`config.mk`:
```
export PLATFORM = sky130hd
export DESIGN_NAME = trimmed_mean_ph_converter
export DESIGN_NICKNAME = d
export VERILOG_FILES = /design/src/design/tmpc_pkg.sv /design/src/design/tmpc_ctrl.sv /design/src/design/tmpc_dp.sv /design/src/design/trimmed_mean_ph_converter.sv
export VERILOG_INCLUDE_DIRS = /design/src /design/src/design
export SDC_FILE = /design/constraint.sdc
export NUM_CORES = 1
export LEC_CHECK = 0
export BUFFER_PORTS_ARGS = -buffer_cell sky130_fd_sc_hd__clkbuf_2
export CAP_MARGIN = 0
export CORE_UTILIZATION = 65
export DETAILED_ROUTE_END_ITERATION = 7
export PLACE_DENSITY = 0.84
export SYNTH_ARGS = -nofsm -noshare
export SYNTH_HDL_FRONTEND = slang
export SYNTH_SLANG_ARGS = --single-unit
```
`constraint.sdc`:
```
create_clock -name i_clk -period 11.8 [get_ports i_clk]
set_input_delay 3.54 -clock i_clk [delete_from_list [all_inputs] [get_ports i_clk]]
set_output_delay 3.54 -clock i_clk [all_outputs]
set_load 0.01 [all_outputs]
```
`src/design/trimmed_mean_ph_converter_macros.svh`:
```
// Assertion macros used by the trimmed-mean pH converter RTL.
`ifndef TRIMMED_MEAN_PH_CONVERTER_MACROS_SVH
`define TRIMMED_MEAN_PH_CONVERTER_MACROS_SVH

`ifndef SYNTHESIS
// Check a condition at every clock edge outside reset.
`define TMPC_ASSERT_ALWAYS(label, clk, rst_n, cond, msg) \
    label: assert property (@(posedge clk) disable iff (!rst_n) (cond)) else $error(msg);
// Check that a condition in one cycle leads to a consequence in the next.
`define TMPC_ASSERT_NEXT(label, clk, rst_n, ante, cons, msg) \
    label: assert property (@(posedge clk) disable iff (!rst_n) (ante) |=> (cons)) \
        else $error(msg);
`else
`define TMPC_ASSERT_ALWAYS(label, clk, rst_n, cond, msg)
`define TMPC_ASSERT_NEXT(label, clk, rst_n, ante, cons, msg)
`endif

`endif

```
`src/design/tmpc_pkg.sv`:
```
// Shared types and constants of the trimmed-mean pH converter.
package tmpc_pkg;

    localparam int DEF_WINDOW      = 10;
    localparam int DEF_DROP        = 2;
    localparam int DEF_SAMPLE_BITS = 12;

    localparam int OFFSET_W   = 17;
    localparam int GAIN_W     = 20;
    localparam int PH_W       = 18;
    localparam int TSUM_W     = 15;
    localparam int CFG_IDX_W  = 2;
    localparam int CFG_DATA_W = 20;
    localparam int GAIN_FRAC  = 16;

    localparam int PH_MAX   = 131071;
    localparam int PH_MIN   = -131072;
    localparam int TSUM_MAX = 32767;

    localparam logic [CFG_IDX_W-1:0] REG_OFFSET = 2'd0;
    localparam logic [CFG_IDX_W-1:0] REG_GAIN   = 2'd1;

    localparam logic signed [OFFSET_W-1:0] OFFSET_RESET = 17'sd21340;
    localparam logic [GAIN_W-1:0]          GAIN_RESET   = 20'd304000;

    // Commands from the controller to the datapath.
    typedef struct packed {
        logic insert;
        logic sum_clear;
        logic sum_add;
        logic mul;
        logic fin;
    } t_cmd;

    // Status from the datapath back to the controller.
    typedef struct packed {
        logic last_sample;
        logic sum_last;
    } t_stat;

endpackage

```
`src/design/tmpc_ctrl.sv`:
```
// Controller state machine of the trimmed-mean pH converter.
`include "trimmed_mean_ph_converter_macros.svh"

module tmpc_ctrl
    import tmpc_pkg::*;
#(
    parameter int WINDOW = DEF_WINDOW,
    parameter int DROP   = DEF_DROP
) (
    input  logic  i_clk,
    input  logic  i_rst_n,
    input  logic  i_start,
    output logic  o_busy,
    output t_cmd  o_cmd,
    input  t_stat i_stat
);

    localparam bit HAS_KEEP = (WINDOW > 2 * DROP);

    localparam logic [1:0] ST_IDLE = 2'd0;
    localparam logic [1:0] ST_SUM  = 2'd1;
    localparam logic [1:0] ST_MUL  = 2'd2;
    localparam logic [1:0] ST_FIN  = 2'd3;

    logic [1:0] r_state;
    logic [1:0] n_state;

    always_comb begin
        n_state = r_state;
        o_cmd   = '0;
        unique case (r_state)
            ST_IDLE: begin
                if (i_start) begin
                    o_cmd.insert = 1'b1;
                    if (i_stat.last_sample) begin
                        o_cmd.sum_clear = 1'b1;
                        n_state = HAS_KEEP ? ST_SUM : ST_MUL;
                    end
                end
            end
            ST_SUM: begin
                o_cmd.sum_add = 1'b1;
                if (i_stat.sum_last) begin
                    n_state = ST_MUL;
                end
            end
            ST_MUL: begin
                o_cmd.mul = 1'b1;
                n_state   = ST_FIN;
            end
            ST_FIN: begin
                o_cmd.fin = 1'b1;
                n_state   = ST_IDLE;
            end
            default: begin
                n_state = ST_IDLE;
            end
        endcase
    end

    always_ff @(posedge i_clk) begin
        if (!i_rst_n) begin
            r_state <= ST_IDLE;
        end else begin
            r_state <= n_state;
        end
    end

    assign o_busy = (r_state != ST_IDLE);

    `TMPC_ASSERT_NEXT(a_full_leaves_idle, i_clk, i_rst_n,
        o_cmd.insert && i_stat.last_sample, r_state != ST_IDLE,
        "full window did not start a result")
    `TMPC_ASSERT_NEXT(a_sum_ends, i_clk, i_rst_n,
        (r_state == ST_SUM) && i_stat.sum_last, r_state == ST_MUL,
        "sum pass did not end at last index")
    `TMPC_ASSERT_NEXT(a_mul_then_fin, i_clk, i_rst_n,
        r_state == ST_MUL, r_state == ST_FIN, "multiply not followed by finish")
    `TMPC_ASSERT_NEXT(a_fin_then_idle, i_clk, i_rst_n,
        r_state == ST_FIN, r_state == ST_IDLE, "finish not followed by idle")
    `TMPC_ASSERT_ALWAYS(a_one_cmd, i_clk, i_rst_n,
        $onehot0({o_cmd.insert, o_cmd.sum_add, o_cmd.mul, o_cmd.fin}),
        "more than one datapath command")

endmodule

```
`src/design/tmpc_dp.sv`:
```
// Datapath of the trimmed-mean pH converter: sorted window, sum, scale, saturate.
module tmpc_dp
    import tmpc_pkg::*;
#(
    parameter int WINDOW      = DEF_WINDOW,
    parameter int DROP        = DEF_DROP,
    parameter int SAMPLE_BITS = DEF_SAMPLE_BITS
) (
    input  logic                         i_clk,
    input  logic                         i_rst_n,
    input  t_cmd                         i_cmd,
    output t_stat                        o_stat,
    input  logic [SAMPLE_BITS-1:0]       i_sample,
    input  logic                         i_cfg_wr,
    input  logic [CFG_IDX_W-1:0]         i_cfg_index,
    input  logic [CFG_DATA_W-1:0]        i_cfg_data,
    output logic                         o_valid,
    output logic signed [PH_W-1:0]       o_ph_milli,
    output logic [TSUM_W-1:0]            o_trimmed_sum
);

    localparam int FILL_W    = $clog2(WINDOW);
    localparam int KEEP      = (WINDOW > 2 * DROP) ? (WINDOW - 2 * DROP) : 0;
    localparam int START_IDX = (KEEP > 0) ? DROP : 0;
    localparam int LAST_IDX  = (KEEP > 0) ? (DROP + KEEP - 1) : 0;
    localparam int SUM_W     = SAMPLE_BITS + $clog2(WINDOW);
    localparam int PROD_W    = SUM_W + GAIN_W;
    localparam int Q_W       = PROD_W - GAIN_FRAC;
    localparam int DIFF_W    = ((Q_W > OFFSET_W) ? Q_W : OFFSET_W) + 2;
    localparam int WIDE_W    = SUM_W + TSUM_W;

    localparam logic signed [DIFF_W-1:0] PH_HI = DIFF_W'(PH_MAX);
    localparam logic signed [DIFF_W-1:0] PH_LO = DIFF_W'(PH_MIN);
    localparam logic [WIDE_W-1:0]        TSUM_HI = WIDE_W'(TSUM_MAX);

    logic [SAMPLE_BITS-1:0]       r_win [WINDOW];
    logic [SAMPLE_BITS-1:0]       n_win [WINDOW];
    logic [WINDOW-1:0]            w_le;
    logic [FILL_W-1:0]            r_fill;
    logic [FILL_W-1:0]            r_idx;
    logic [SUM_W-1:0]             r_acc;
    logic [PROD_W-1:0]            r_prod;
    logic signed [OFFSET_W-1:0]   r_offset;
    logic [GAIN_W-1:0]            r_gain;
    logic                         r_valid;
    logic signed [PH_W-1:0]       r_ph;
    logic [TSUM_W-1:0]            r_tsum;

    logic [Q_W-1:0]               w_quot;
    logic signed [DIFF_W-1:0]     w_diff;
    logic signed [PH_W-1:0]       w_ph;
    logic [WIDE_W-1:0]            w_acc_wide;
    logic [TSUM_W-1:0]            w_tsum;

    // Sorted insert: entries at or below the new sample hold, the rest move up.
    genvar g;
    generate
        for (g = 0; g < WINDOW; g++) begin : g_cell
            assign w_le[g] = (FILL_W'(g) < r_fill) && (r_win[g] <= i_sample);
            if (g == 0) begin : g_first
                assign n_win[g] = w_le[g] ? r_win[g] : i_sample;
            end else begin : g_rest
                assign n_win[g] = w_le[g] ? r_win[g] :
                                  (w_le[g-1] ? i_sample : r_win[g-1]);
            end
        end
    endgenerate

    always_ff @(posedge i_clk) begin
        if (i_cmd.insert) begin
            r_win <= n_win;
        end
    end

    always_ff @(posedge i_clk) begin
        if (!i_rst_n) begin
            r_fill <= '0;
        end else if (i_cmd.insert) begin
            r_fill <= o_stat.last_sample ? '0 : r_fill + 1'b1;
        end
    end

    assign o_stat.last_sample = (r_fill == FILL_W'(WINDOW - 1));
    assign o_stat.sum_last    = (r_idx == FILL_W'(LAST_IDX));

    always_ff @(posedge i_clk) begin
        if (i_cmd.sum_clear) begin
            r_acc <= '0;
            r_idx <= FILL_W'(START_IDX);
        end else if (i_cmd.sum_add) begin
            r_acc <= r_acc + SUM_W'(r_win[r_idx]);
            r_idx <= r_idx + 1'b1;
        end
    end

    always_ff @(posedge i_clk) begin
        if (i_cmd.mul) begin
            r_prod <= PROD_W'(r_acc) * PROD_W'(r_gain);
        end
    end

    always_ff @(posedge i_clk) begin
        if (!i_rst_n) begin
            r_offset <= OFFSET_RESET;
            r_gain   <= GAIN_RESET;
        end else if (i_cfg_wr) begin
            unique case (i_cfg_index)
                REG_OFFSET: r_offset <= $signed(i_cfg_data[OFFSET_W-1:0]);
                REG_GAIN:   r_gain   <= i_cfg_data[GAIN_W-1:0];
                default: begin
                end
            endcase
        end
    end

    always_comb begin
        w_quot = r_prod[PROD_W-1:GAIN_FRAC];
        w_diff = DIFF_W'(r_offset) - $signed(DIFF_W'(w_quot));
        if (w_diff > PH_HI) begin
            w_ph = PH_W'(PH_HI);
        end else if (w_diff < PH_LO) begin
            w_ph = PH_W'(PH_LO);
        end else begin
            w_ph = w_diff[PH_W-1:0];
        end
        w_acc_wide = WIDE_W'(r_acc);
        w_tsum = (w_acc_wide > TSUM_HI) ? TSUM_HI[TSUM_W-1:0] : w_acc_wide[TSUM_W-1:0];
    end

    always_ff @(posedge i_clk) begin
        if (!i_rst_n) begin
            r_valid <= 1'b0;
        end else begin
            r_valid <= i_cmd.fin;
        end
    end

    always_ff @(posedge i_clk) begin
        if (i_cmd.fin) begin
            r_ph   <= w_ph;
            r_tsum <= w_tsum;
        end
    end

    assign o_valid       = r_valid;
    assign o_ph_milli    = r_ph;
    assign o_trimmed_sum = r_tsum;

endmodule

```
`src/design/trimmed_mean_ph_converter.sv`:
```
// Top level of the trimmed-mean pH converter.
//
// Channel   Direction  Signals                                  Transfer
// sample    in         i_start, o_busy, i_sample                i_start high, o_busy low
// result    out        o_valid, o_ph_milli, o_trimmed_sum       o_valid high, one cycle
// config    in         i_cfg_valid, o_cfg_ready, i_cfg_index,   i_cfg_valid and o_cfg_ready
//                      i_cfg_data
//
// A sample transfer places the sample into the sorted window at once, and
// o_busy stays low until the window is full.
// The sample that fills the window raises o_busy while the kept entries
// (KEEP = WINDOW - 2*DROP, six by default) pass through the accumulator,
// then through the gain multiplier, then through subtract and saturate.
// The result strobes on o_valid in the same cycle that o_busy falls.
// Synchronous active-low reset empties the window and restores the register
// defaults; the result side cannot stall, so a result is never held back.
module trimmed_mean_ph_converter
    import tmpc_pkg::*;
#(
    parameter int WINDOW      = DEF_WINDOW,
    parameter int DROP        = DEF_DROP,
    parameter int SAMPLE_BITS = DEF_SAMPLE_BITS
) (
    input  logic                   i_clk,
    input  logic                   i_rst_n,
    input  logic                   i_start,
    output logic                   o_busy,
    input  logic [SAMPLE_BITS-1:0] i_sample,
    output logic                   o_valid,
    output logic signed [PH_W-1:0] o_ph_milli,
    output logic [TSUM_W-1:0]      o_trimmed_sum,
    input  logic                   i_cfg_valid,
    output logic                   o_cfg_ready,
    input  logic [CFG_IDX_W-1:0]   i_cfg_index,
    input  logic [CFG_DATA_W-1:0]  i_cfg_data
);

    t_cmd  w_cmd;
    t_stat w_stat;

    // Registers take a write in any cycle; writes beyond the list are dropped.
    assign o_cfg_ready = 1'b1;

    tmpc_ctrl #(
        .WINDOW (WINDOW),
        .DROP   (DROP)
    ) u_ctrl (
        .i_clk   (i_clk),
        .i_rst_n (i_rst_n),
        .i_start (i_start),
        .o_busy  (o_busy),
        .o_cmd   (w_cmd),
        .i_stat  (w_stat)
    );

    // Hold the sorted window, sum the middle entries, scale and saturate.
    tmpc_dp #(
        .WINDOW      (WINDOW),
        .DROP        (DROP),
        .SAMPLE_BITS (SAMPLE_BITS)
    ) u_dp (
        .i_clk         (i_clk),
        .i_rst_n       (i_rst_n),
        .i_cmd         (w_cmd),
        .o_stat        (w_stat),
        .i_sample      (i_sample),
        .i_cfg_wr      (i_cfg_valid & o_cfg_ready),
        .i_cfg_index   (i_cfg_index),
        .i_cfg_data    (i_cfg_data),
        .o_valid       (o_valid),
        .o_ph_milli    (o_ph_milli),
        .o_trimmed_sum (o_trimmed_sum)
    );

endmodule

```
==> impl_metrics.yaml <==
synth:
  synth_cell_types: 83
  synth_edf_count: 173
  yosysTopAreaCellShare_pct: 20.9
  netlist_instances: 2443
  synth-simple-area-share_pct: 13.9
  synth_compound_gate_area_share_pct: 9.67
  synthXorXnorAreaFrac_pct: 1.72
  postSynthAreaPerCell_sq_um: 10.2
  synth_seq_cells: 237
  synth.mux.area_fraction_pct: 7.98
  synth_fa_ha_area_share_pct: 33.6
  synth_top_family_by_area: "adder cells"
  syn_nets: 2998
  ys_async_sr_fraction_pct: 0
  yosysWarnings: 0
  ys_top_cells_by_area: "edfxtp_1 21%, fa_1 20%, ha_1 13%"
  yosys.area.top_type: "edfxtp_1"
  netlist_area_sq_mm: 0.0249
  synth-main-ff-cell: "edfxtp_1"
  ys_seq_area_share_pct: 26.1
clocking:
  cts_resized: 0
  cts_made_buffers: 28
  cts_tree: "done"
  clk_latency_ns: 0.60
  htree_levels: 1
  clkTransAtPathRegs_ns: 0.06
  hold_buffers: 0
  post_cts_buffers: 0
  cts.sinks: 237
  clockBufferDepth: 3
  root_buffer: "clkbuf_16"
routing:
  via_per_inst: 6.17
  vias: 18400
  dr.first_iter.drc_count: 1516
  antenna_left: 0
  routed_wl_mm: 62.1
  wl_per_cell_microns: 20.8
  firstDrtPassIters: 6
  drc: 0
place:
  pre_cts_ws_ns: 4.64
  hpwl_mm: 47.2
  gp_congestion: 0.948
  io_buffer_count: 72
grt:
  grt-ovfl-total: 0
  track_usage_pct: 32.8
  grt_pass1_wl_mm: 99.8
  grt_antenna_before_repair: 1
  grt_pass1_vias: 19400
  grt_max_degree: 40
die:
  chipHeight_microns: 198
  rows: 71
  initial_core_util_pct: 66.0
  io_pins: 74
  die_x_microns: 198
  die_area_sq_mm: 0.0390
  core_area_sq_mm: 0.0377
sta:
  drv_slew: 0
  worstMarginPinSlew_ns: 1.31
  max_freq_ghz: 0.136
  hold_viol: 0
  slew_headroom_pct: 12.9
  period_share_pct: 62.1
  finClkSkew_ns: 0.0502
  setup_ws_ns: 4.47
  fin_crit_ns: 7.33
  rsz0062_at_grt: "false"
  finalSetupTns_ns: 0
  setup_violations: 0
final_layout:
  postLayoutCoreUtil_pct: 70.4
  final_nets: 3013
  most-common-layout-cells: "343 x inv_1, 302 x nand2_1, 265 x ha_1, 251 x fa_1, 173 x edfxtp_1"
  syn_to_final_growth_pct: 6.70
  layout_commonest_cell: "inv_1"
  drive_gt1_share_pct: 12.7
critical_path:
  cp-end-kind: "flop"
  crit_path_top_delay_cell: "dfxtp_1"
  crit_arrival_ns: 7.71
  worstSetupPathType: "reg2reg"
  crit_fanout: 23
  crit_family: "adder cells"
  slowest_delay_ns: 0.85
  setup.worst_path.start_class: "flop"
  path_buf_inv: 3
  required_ns: 12.18
  cp_cell_sequence: "nand2_1 -> fa_1 -> fa_1 -> fa_1 -> inv_1 -> fa_1 -> fa_1 -> inv_1 -> fa_1 -> inv_1 -> ha_1 -> a211oi_1 -> nand2_1 -> a211oi_1 -> o31ai_1 -> o221ai_1 -> nor4b_2 -> nor2_1 -> a311oi_1"
  crit_top_cell: "fa_1"
hold_path:
  hold_class: "reg2reg"
run:
  cap_violations: 0
status:
  status: "finished clean"
-- worst register-to-register path: cells and delay by family, from the launching register on --
family	cells	cell delay (ns)
simple gates	4	0.80
flops	1	0.85
buf+inv	3	0.14
fa+ha+maj	7	3.38
compound gates	5	1.96
-- sequential cells by signal (all words and copies together), names as in the netlist --
signal and count:
u_dp.r_idx 4, u_dp.r_win 120, u_dp.r_gain 20, u_ctrl.r_state 2
u_dp.r_fill 4, u_dp.r_acc 16, u_dp.r_prod 20, u_dp.o_valid 1
u_dp.o_ph_milli 18, u_dp.o_trimmed_sum 15, u_dp.r_offset 17
-- routing by layer --
metal	vias up	wire, microns	global-route usage (%)
met4	0	3540	17.4
met5	-	0	0
li1	8283	-	-
met1	9006	23100	39.7
met2	907	30400	56.1
met3	253	5080	5.63
-- through the flow --
stage,std cells,instance area (sq um),hold slack (ns)
6_report,2992,26500,0.470
5_1_grt,2991,26500,0.487
4_1_cts,2991,26500,0.469
3_5_place_dp,2939,25600,0.456
3_3_place_gp,2939,25600,0.448
2_1_floorplan,2443,24900,0.436
-- logic make-up (layout without fill, tap and decap cells) --
| group | after synthesis | after routing |
|---|---|---|
| xor gates and xnor gates | 47 | 47 |
| other | 1 | 2 |
| and+or+nand+nor | 698 | 698 |
| DFF | 237 | 237 |
| adders and majority gates | 517 | 517 |
| buffers and inverters | 454 | 491 |
| AOI/OAI and AO/OA | 332 | 332 |
| muxes | 157 | 157 |
-- worst paths after layout --
check                           slack [ns]                end  depth (start not counted)              start
worst max-delay path                  4.47    u_dp.r_prod[35]                         19      u_dp.r_acc[3]
worst min-delay path                  0.47  u_dp.r_offset[11]                          2  u_dp.r_offset[11]
worst max register to register        4.47    u_dp.r_prod[35]                         19      u_dp.r_acc[3]
worst min register to register        0.47  u_dp.r_offset[11]                          2  u_dp.r_offset[11]
-- Yosys cell counts, drive strengths merged, types with 3 or more instances --
library cell  instances
nand2               302
o2111ai               3
xnor2                29
o211ai               22
nand2b               15
ha                  266
or2                  25
o41ai                 3
a211oi               11
xor2                 18
clkbuf               94
o22a                  3
a311oi                4
and2                151
o32ai                13
nor4b                 3
fa                  251
o22ai                13
nor3                 13
nor2                 57
o21bai                5
nor2b                18
inv                 343
o221ai                5
buf                  14
mux4                 24
a31oi                 6
nand3b                6
a211o                 3
a21boi               17
mux2i                45
o21a                 12
and3                 10
mux2                 88
o21ai                57
or3                   7
o31ai                 3
a21o                 66
dfxtp                64
edfxtp              173
nand3                32
o311ai                3
nand4                49
a21oi                72
-- layout make-up --
| cell class | instances | area, sq um |
|---|---|---|
| Timing Repair Buffer | 94 | 526 |
| Sequential cell | 237 | 6480 |
| Antenna cell | 1 | 2.50 |
| Clock inverter | 18 | 199 |
| Multi-Input combinational cell | 1752 | 16600 |
| Tap cell | 511 | 639 |
| Clock buffer | 34 | 743 |
| Fill cell | 2643 | 11100 |
| Inverter | 345 | 1290 |
Power is left out: the tool's default activity adds up to more than one toggle a clock period on the data nets, which glitch-free logic cannot reach.
